$ cat config.mk
export PLATFORM = sky130hd
export DESIGN_NAME = tlv_response_parser_unit_flat
export DESIGN_NICKNAME = d
export VERILOG_FILES = /design/src/trp_pkg.sv /design/src/trp_in_if.sv /design/src/trp_out_if.sv /design/src/tlv_response_parser_unit.sv /design/src/flat_wrapper.sv
export SDC_FILE = /design/constraint.sdc
export NUM_CORES = 1
export LEC_CHECK = 0
export ABC_AREA = 1
export BUFFER_PORTS_ARGS = -buffer_cell sky130_fd_sc_hd__buf_2
export CAP_MARGIN = 20
export CORE_AREA = 2 2 140 142
export DETAILED_ROUTE_END_ITERATION = 16
export DIE_AREA = 0 0 142 144
export PLACE_DENSITY = 0.67
export REMOVE_ABC_BUFFERS = 1
export SLEW_MARGIN = 20
export SYNTH_ARGS = -nofsm -noshare
export SYNTH_HDL_FRONTEND = slang
export SYNTH_SLANG_ARGS = --single-unit
$ cat constraint.sdc
create_clock -name i_clk -period 6.42 [get_ports i_clk]
set_input_delay 0.321 -clock i_clk [delete_from_list [all_inputs] [get_ports i_clk]]
set_output_delay 0.321 -clock i_clk [all_outputs]
set_load 0.005 [all_outputs]
$ cat src/trp_pkg.sv
// Shared types and constants for the TLV response parser.
package trp_pkg;

    localparam int unsigned BYTE_W         = 8;
    localparam int unsigned WORD_W         = 16;
    localparam int unsigned STATUS_W       = 3;
    localparam int unsigned HDR_POS_W      = 3;
    localparam int unsigned HEADER_BYTES   = 7;
    localparam int unsigned RESULT_BYTES   = 4;
    localparam logic [BYTE_W-1:0] RESULT_TYPE = 8'h02;

    typedef enum logic [1:0] {
        PH_HEADER  = 2'd0,
        PH_RECHEAD = 2'd1,
        PH_VALUE   = 2'd2,
        PH_DONE    = 2'd3
    } t_phase;

    typedef enum logic [STATUS_W-1:0] {
        ST_ACCEPTED  = 3'd0,
        ST_REJECTED  = 3'd1,
        ST_SHORT     = 3'd2,
        ST_WRONG_TXN = 3'd3,
        ST_NO_RESULT = 3'd4
    } t_status;

endpackage

$ cat src/trp_in_if.sv
// Byte input channel of the TLV response parser.
interface trp_in_if import trp_pkg::*; ();
    logic              valid;
    logic              ready;
    logic [BYTE_W-1:0] data_byte;
    logic              last_byte;

    modport source(output valid, data_byte, last_byte, input ready);
    modport sink(input valid, data_byte, last_byte, output ready);
endinterface

$ cat src/trp_out_if.sv
// Status output channel of the TLV response parser.
interface trp_out_if import trp_pkg::*; ();
    logic                valid;
    logic                ready;
    logic [STATUS_W-1:0] status;
    logic [WORD_W-1:0]   result_code;
    logic [WORD_W-1:0]   error_code;

    modport source(output valid, status, result_code, error_code, input ready);
    modport sink(input valid, status, result_code, error_code, output ready);
endinterface

$ cat src/tlv_response_parser_unit.sv
// TLV response parser: walks a framed response one byte per transfer and reports a status.
//
// The input channel carries one message byte per transfer with a flag on the final byte.
// Each message has a 7-byte header whose bytes 1 and 2 hold a little-endian transaction
// word, compared with the configured expected transaction. Type/length/value records
// follow; the first type 2 record of length four or more supplies a result word and an
// error word. The output channel carries one status transfer per message, produced for
// the final byte only.
// Bytes enter an input register and are parsed from there into the parser state registers.
// The status of a message is written into the output register when its final byte is parsed.
// One byte is taken per cycle while no final byte waits on a full output register.
// A stalled output blocks only a final byte; ordinary bytes keep flowing while a status
// waits in the output register.
// Reset clears the message state, the valid flags of both channel registers and the expected transaction.
// The configuration register is written through i_cfg_we and i_cfg_data.
module tlv_response_parser_unit import trp_pkg::*; (
    input  logic              i_clk,
    input  logic              i_rst_n,
    trp_in_if.sink            i_in,
    trp_out_if.source         o_out,
    input  logic              i_cfg_we,
    input  logic [WORD_W-1:0] i_cfg_data
);

    logic [WORD_W-1:0]    r_exp_txn;

    logic                 r_in_valid;
    logic [BYTE_W-1:0]    r_byte;
    logic                 r_last;

    t_phase               r_phase, n_phase;
    logic [HDR_POS_W-1:0] r_hdr_pos, n_hdr_pos;
    logic [BYTE_W-1:0]    r_txn_low, n_txn_low;
    logic                 r_txn_match, n_txn_match;
    logic [BYTE_W-1:0]    r_rec_type, n_rec_type;
    logic [WORD_W-1:0]    r_rec_len, n_rec_len;
    logic [WORD_W-1:0]    r_rec_off, n_rec_off;
    logic                 r_found, n_found;
    logic [WORD_W-1:0]    r_res, n_res;
    logic [WORD_W-1:0]    r_err, n_err;

    logic                 r_out_valid;
    t_status              r_status, n_status;
    logic [WORD_W-1:0]    r_out_res, n_out_res;
    logic [WORD_W-1:0]    r_out_err, n_out_err;

    logic                 out_free;
    logic                 proc;
    logic                 wanted;
    logic [WORD_W-1:0]    new_len;

    assign out_free   = !r_out_valid || o_out.ready;
    assign proc       = r_in_valid && (!r_last || out_free);
    assign i_in.ready = !r_in_valid || proc;

    assign wanted  = (r_rec_type == RESULT_TYPE) && (r_rec_len >= WORD_W'(RESULT_BYTES));
    assign new_len = {r_byte, r_rec_len[BYTE_W-1:0]};

    always_comb begin
        n_phase     = r_phase;
        n_hdr_pos   = r_hdr_pos;
        n_txn_low   = r_txn_low;
        n_txn_match = r_txn_match;
        n_rec_type  = r_rec_type;
        n_rec_len   = r_rec_len;
        n_rec_off   = r_rec_off;
        n_found     = r_found;
        n_res       = r_res;
        n_err       = r_err;
        case (r_phase)
            PH_HEADER: begin
                if (r_hdr_pos == HDR_POS_W'(1)) begin
                    n_txn_low = r_byte;
                end else if (r_hdr_pos == HDR_POS_W'(2)) begin
                    n_txn_match = ({r_byte, r_txn_low} == r_exp_txn);
                end
                if (r_hdr_pos >= HDR_POS_W'(HEADER_BYTES - 1)) begin
                    n_phase   = PH_RECHEAD;
                    n_rec_off = '0;
                end else begin
                    n_hdr_pos = r_hdr_pos + HDR_POS_W'(1);
                end
            end
            PH_RECHEAD: begin
                case (r_rec_off[1:0])
                    2'd0: begin
                        n_rec_type = r_byte;
                        n_rec_len  = '0;
                        n_rec_off  = WORD_W'(1);
                    end
                    2'd1: begin
                        n_rec_len = {{(WORD_W-BYTE_W){1'b0}}, r_byte};
                        n_rec_off = WORD_W'(2);
                    end
                    default: begin
                        n_rec_len = new_len;
                        n_rec_off = '0;
                        if (new_len != '0) begin
                            n_phase = PH_VALUE;
                        end
                    end
                endcase
            end
            PH_VALUE: begin
                if (wanted) begin
                    case (r_rec_off[1:0])
                        2'd0:    n_res = {{(WORD_W-BYTE_W){1'b0}}, r_byte};
                        2'd1:    n_res = {r_byte, r_res[BYTE_W-1:0]};
                        2'd2:    n_err = {{(WORD_W-BYTE_W){1'b0}}, r_byte};
                        default: n_err = {r_byte, r_err[BYTE_W-1:0]};
                    endcase
                    if (r_rec_off >= WORD_W'(RESULT_BYTES - 1)) begin
                        n_found = 1'b1;
                        n_phase = PH_DONE;
                    end else begin
                        n_rec_off = r_rec_off + WORD_W'(1);
                    end
                end else begin
                    if (({1'b0, r_rec_off} + (WORD_W+1)'(1)) >= {1'b0, r_rec_len}) begin
                        n_phase   = PH_RECHEAD;
                        n_rec_off = '0;
                    end else begin
                        n_rec_off = r_rec_off + WORD_W'(1);
                    end
                end
            end
            default: begin
            end
        endcase
    end

    always_comb begin
        n_out_res = '0;
        n_out_err = '0;
        if (n_phase == PH_HEADER) begin
            n_status = ST_SHORT;
        end else if (!n_txn_match) begin
            n_status = ST_WRONG_TXN;
        end else if (n_found) begin
            n_out_res = n_res;
            n_out_err = n_err;
            n_status  = (n_res == '0) ? ST_ACCEPTED : ST_REJECTED;
        end else begin
            n_status = ST_NO_RESULT;
        end
    end

    always_ff @(posedge i_clk) begin
        if (!i_rst_n) begin
            r_exp_txn <= '0;
        end else if (i_cfg_we) begin
            r_exp_txn <= i_cfg_data;
        end
    end

    always_ff @(posedge i_clk) begin
        if (!i_rst_n) begin
            r_in_valid <= 1'b0;
        end else if (i_in.ready) begin
            r_in_valid <= i_in.valid;
        end
    end

    always_ff @(posedge i_clk) begin
        if (i_in.ready && i_in.valid) begin
            r_byte <= i_in.data_byte;
            r_last <= i_in.last_byte;
        end
    end

    always_ff @(posedge i_clk) begin
        if (!i_rst_n || (proc && r_last)) begin
            r_phase     <= PH_HEADER;
            r_hdr_pos   <= '0;
            r_txn_low   <= '0;
            r_txn_match <= 1'b0;
            r_rec_type  <= '0;
            r_rec_len   <= '0;
            r_rec_off   <= '0;
            r_found     <= 1'b0;
            r_res       <= '0;
            r_err       <= '0;
        end else if (proc) begin
            r_phase     <= n_phase;
            r_hdr_pos   <= n_hdr_pos;
            r_txn_low   <= n_txn_low;
            r_txn_match <= n_txn_match;
            r_rec_type  <= n_rec_type;
            r_rec_len   <= n_rec_len;
            r_rec_off   <= n_rec_off;
            r_found     <= n_found;
            r_res       <= n_res;
            r_err       <= n_err;
        end
    end

    always_ff @(posedge i_clk) begin
        if (!i_rst_n) begin
            r_out_valid <= 1'b0;
        end else if (proc && r_last) begin
            r_out_valid <= 1'b1;
        end else if (o_out.ready) begin
            r_out_valid <= 1'b0;
        end
    end

    always_ff @(posedge i_clk) begin
        if (proc && r_last) begin
            r_status  <= n_status;
            r_out_res <= n_out_res;
            r_out_err <= n_out_err;
        end
    end

    assign o_out.valid       = r_out_valid;
    assign o_out.status      = r_status;
    assign o_out.result_code = r_out_res;
    assign o_out.error_code  = r_out_err;

    a_no_code_without_result: assert property (@(posedge i_clk) disable iff (!i_rst_n)
        (r_out_valid && r_status != ST_ACCEPTED && r_status != ST_REJECTED)
        |-> (r_out_res == '0 && r_out_err == '0))
        else $error("Result words are nonzero on a status without a result record.");

    a_accept_matches_word: assert property (@(posedge i_clk) disable iff (!i_rst_n)
        r_out_valid |-> ((r_status == ST_ACCEPTED) == (r_out_res == '0)
                         || r_status == ST_REJECTED
                         || r_status == ST_SHORT
                         || r_status == ST_WRONG_TXN
                         || r_status == ST_NO_RESULT)
                        && !(r_status == ST_REJECTED && r_out_res == '0))
        else $error("Accepted or rejected status disagrees with the result word.");

    a_clear_after_last: assert property (@(posedge i_clk) disable iff (!i_rst_n)
        (proc && r_last) |=> (r_phase == PH_HEADER && r_hdr_pos == '0 && !r_found))
        else $error("Message state was not cleared after the final byte.");

    a_stall_only_on_last: assert property (@(posedge i_clk) disable iff (!i_rst_n)
        !i_in.ready |-> (r_in_valid && r_last && r_out_valid))
        else $error("Input stalled without a final byte waiting on a full output.");

    a_found_means_done: assert property (@(posedge i_clk) disable iff (!i_rst_n)
        r_found |-> (r_phase == PH_DONE))
        else $error("Result record flagged outside the done phase.");

endmodule
$ cat src/flat_wrapper.sv
// flat-port wrapper written by rule: the top's interface ports become plain ports
module tlv_response_parser_unit_flat import trp_pkg::*;
  (i_clk, i_rst_n, i_cfg_we, i_cfg_data, i_in_valid, i_in_data_byte, i_in_last_byte, i_in_ready, o_out_valid, o_out_status, o_out_result_code, o_out_error_code, o_out_ready);
  trp_in_if i_in_i ();
  trp_out_if o_out_i ();
  input  logic i_clk;
  input  logic i_rst_n;
  input  logic i_cfg_we;
  input  logic [WORD_W-1:0] i_cfg_data;
  input wire logic [$bits(i_in_i.valid)-1:0] i_in_valid;
  input wire logic [$bits(i_in_i.data_byte)-1:0] i_in_data_byte;
  input wire logic [$bits(i_in_i.last_byte)-1:0] i_in_last_byte;
  output wire logic [$bits(i_in_i.ready)-1:0] i_in_ready;
  output wire logic [$bits(o_out_i.valid)-1:0] o_out_valid;
  output wire logic [$bits(o_out_i.status)-1:0] o_out_status;
  output wire logic [$bits(o_out_i.result_code)-1:0] o_out_result_code;
  output wire logic [$bits(o_out_i.error_code)-1:0] o_out_error_code;
  input wire logic [$bits(o_out_i.ready)-1:0] o_out_ready;
  assign i_in_i.valid = i_in_valid;
  assign i_in_i.data_byte = i_in_data_byte;
  assign i_in_i.last_byte = i_in_last_byte;
  assign i_in_ready = i_in_i.ready;
  assign o_out_valid = o_out_i.valid;
  assign o_out_status = o_out_i.status;
  assign o_out_result_code = o_out_i.result_code;
  assign o_out_error_code = o_out_i.error_code;
  assign o_out_i.ready = o_out_ready;
  tlv_response_parser_unit u_core (.i_clk(i_clk), .i_rst_n(i_rst_n), .i_in(i_in_i), .o_out(o_out_i), .i_cfg_we(i_cfg_we), .i_cfg_data(i_cfg_data));
endmodule
==> results.toml <==
[clocking]
clk_pin_slew_ps = 70
clock_sinks = 149
htree_levels = 4
clockRootBuffer = "clkbuf_16"
cts_made_buffers = 17
cts_tree = "yes"
hold_buffers = 0
post_cts_buffers = 0
clkLatencyLatePin_ps = 430
ctsResizeCount = 0
clock_path_buffers = 2

[synthesis]
syn_area_um2 = 7411
synth_edf_count = 44
synthArstFlopShare = 0
syn_avg_cell_area_um2 = 7.901
seq_area_frac_synth = 0.4619
syn_inst = 938
yosys_warnings = 0
ys_seq_elements = 149
ys.flop_type = "dfxtp_1"
ys_types = 41

[timing]
fin_setup_tns_ps = 0
hold_slack_ps = 56.20
rsz0062_at_grt = "false"
timing.fmax_mhz = 275.7
maxSlewViolCount = 0
period_share = 0.5650
setup_viol = 0
hold_violations = 0
finClkSkew_ps = 9.372
max_slew.worst_pin.slew_ps = 894.2
slew_headroom = 0.4038
finalCriticalPeriod_ps = 3627

[cells_and_area]
insertedDiodeCount = 0
nFillCells = 1862
final_nets = 1043
drive_gt1_frac = 0.1404
multiInputGateArea_um2 = 3252
ff_latch_area_um2 = 3423
syn_to_final_growth_pct = 14.59

[power]
p_sw_mw = 0.6003
peakVddDrop_uv = 170.4
p_per_area_nw_per_um2 = 271.2
clock_power_share = 0.456
pwr-share-comb = 0.093
p_leak_nw = 3.682
p_seq_frac = 0.451
internal_power_mw = 1.703
p_sw_frac = 0.2607

[die]
start_util = 0.3884
num_rows = 51
dieWidth_um = 142
core_area_um2 = 19080
ios = 67
fp.dieH_um = 144
die-area_um2 = 20450

[setup_path]
cp.arrival_ps = 3780
crit_type = "flip-flop to flip-flop"
timing.rr.start = "u_core.r_rec_off[0]$_SDFFE_PP0P_"
r2r-end = "u_core.o_out.result_code[1]$_SDFFCE_PP0P_"
cp-end-kind = "flip-flop"
cp-start-kind = "flip-flop"
crit_start = "u_core.r_rec_off[0]$_SDFFE_PP0P_"
r2r_cells = 23
path_max_fanout = 32
crit_required_ps = 6580
endpoint = "u_core.o_out.result_code[1]$_SDFFCE_PP0P_"
r2r_slack_ps = 2790

[global_routing]
antenna_found_initial = 0
grt_max_degree = 71
first_global_vias = 5775
grt.total_usage = 0.1771
overflow = 0
grt_pass1_wl_um = 28350

[status]
status = "complete, no violations"

[detailed_routing]
wl_um = 17420
postRouteAntennaNets = 0
first_pass_iters = 5
vias = 6173
drt_iter0_drc = 519
vias_per_cell = 4.998
wl_per_cell_um = 14.10
drcViolationCount = 0

[run]
drv_cap = 0

[placement]
io_buffers = 66
place_congestion = 0.8853
post-dp-hpwl_um = 12050

[worst_hold_path]
hold_path.class = "input pin to flip-flop"
## power groups by stage
stage                     Sequential [mW]  Clock, mW  Combinational (mW)
after global placement               1.06          0               0.211
final                                1.04       1.05               0.215
after floorplan                      1.05          0               0.149
after global routing                 1.04       1.10               0.246
after detailed placement             1.06          0               0.214
after CTS                            1.04       1.06               0.215
## worst min-delay path by stage
stage,startpoint,end,slack [ps],depth (start not counted)
2_1_floorplan,i_in_data_byte[0],u_core.r_byte[0]$_DFFE_PP_,420,0
3_3_place_gp,u_core.r_rec_type[3]$_SDFFE_PP0P_,u_core.r_rec_type[3]$_SDFFE_PP0P_,450,2
3_5_place_dp,u_core.r_rec_type[4]$_SDFFE_PP0P_,u_core.r_rec_type[4]$_SDFFE_PP0P_,450,2
4_1_cts,i_in_data_byte[3],u_core.r_byte[3]$_DFFE_PP_,50,1
5_1_grt,i_in_data_byte[7],u_core.r_byte[7]$_DFFE_PP_,40,1
6_report,i_in_data_byte[5],u_core.r_byte[5]$_DFFE_PP_,60,1
## Yosys cell counts, types with 2 or more instances
cell | n | share of area
nand4_1 | 9 | 0.0076
nor2_1 | 94 | 0.048
buf_2 | 9 | 0.0061
inv_2 | 3 | 0.0015
inv_1 | 140 | 0.071
clkbuf_1 | 27 | 0.014
o211ai_1 | 38 | 0.038
a211oi_1 | 17 | 0.017
nor4_1 | 9 | 0.0076
dfxtp_1 | 105 | 0.28
a31oi_1 | 9 | 0.0076
xor2_1 | 15 | 0.018
edfxtp_1 | 44 | 0.18
nor2_2 | 23 | 0.019
nand3_1 | 41 | 0.028
a21oi_1 | 49 | 0.033
clkinv_1 | 2 | 0.0010
xnor2_1 | 9 | 0.011
nand2_1 | 177 | 0.090
o21ai_0 | 59 | 0.040
nand2_4 | 2 | 0.0030
nand2_2 | 4 | 0.0034
or2_2 | 2 | 0.0017
ha_1 | 29 | 0.049
buf_8 | 2 | 0.0041
buf_1 | 3 | 0.0015
a21o_1 | 2 | 0.0020
nor3_1 | 2 | 0.0014
## through the flow
stage	cells	instance area [um^2]	worst slack [ps]	util	power, mW
floorplan	895	7204	3274	-	1.196
finish	1235	8492	2793	0.4451	2.303
detailed placement	1203	7869	2837	0.4124	1.271
global placement	1203	7869	2950	0.4124	1.268
global route	1235	8492	2467	0.4451	2.391
CTS	1235	8483	2775	0.4446	2.312
## per-layer routing
metal	wire, um	global-route usage	share of wire
met5	0	0	0
met4	351	0.06526	0.020
met3	965	0.04570	0.055
met2	7959	0.2871	0.46
met1	8142	0.2287	0.47
## cells in the final DEF, fill, tap and decap left out, types with 2 or more instances in the layout
cell | Yosys | final
nand2_1 | 177 | 177
nor2_1 | 94 | 94
a31oi_1 | 9 | 9
ha_1 | 29 | 29
inv_8 | 0 | 2
a21oi_1 | 49 | 49
bufinv_16 | 0 | 3
inv_1 | 140 | 139
edfxtp_1 | 44 | 44
o21ai_0 | 59 | 59
dfxtp_1 | 105 | 105
inv_2 | 3 | 4
nand2_2 | 4 | 4
nand3_1 | 41 | 41
nand2_4 | 2 | 2
nor2_2 | 23 | 23
inv_6 | 0 | 7
clkbuf_16 | 0 | 17
or2_2 | 2 | 2
a21o_1 | 2 | 2
nor3_1 | 2 | 2
buf_4 | 1 | 4
xnor2_1 | 9 | 9
nand4_1 | 9 | 9
o211ai_1 | 38 | 38
clkinv_1 | 2 | 4
nor4_1 | 9 | 8
buf_2 | 9 | 66
a211oi_1 | 17 | 17
xor2_1 | 15 | 15
## state kept, by name (all words and copies together), names as in the netlist, 16 cells and up
register                  flops
u_core.o_out.error_code      16
u_core.o_out.result_code     16
u_core.r_err                 16
u_core.r_exp_txn             16
u_core.r_rec_len             16
u_core.r_rec_off             16
u_core.r_res                 16
## area by class of cell
| type | instances | area share |
|---|---|---|
| clock buffers | 17 | 0.05010 |
| clock inverters | 15 | 0.02225 |
| inverters | 145 | 0.06409 |
| multi-input cells | 601 | 0.3829 |
| flip-flops and latches | 149 | 0.4031 |
| well taps | 238 | 0.03507 |
| repair buffers | 70 | 0.04243 |
## cells by family after synthesis
group | share of synthesized area
AO/OA/AOI/OAI | 0.1433
flip-flops | 0.4619
buffers and inverters | 0.1013
AND/OR/NAND/NOR | 0.2161
XOR/XNOR | 0.02837
adder cells (fa/ha/maj) | 0.04896
## worst max-delay path: stages (launching register included)
cell and delay (ps):
dfxtp_1 460, ha_1 210, nand2_1 70, inv_2 60, nand2_2 60, nor2_4 120
nand3_2 110, nor2_1 140, xnor2_1 130, inv_1 70, ha_1 310, a21o_1 190
a21oi_1 110, o21ai_0 90, nor2_1 110, nand2_2 80, nand2_4 180, nand2_1 90
nand2_1 60, nand2_1 60, nand2_2 70, nand2_2 80, nand2_4 370, nor2_1 110
Power figures use the tool's default switching activity.
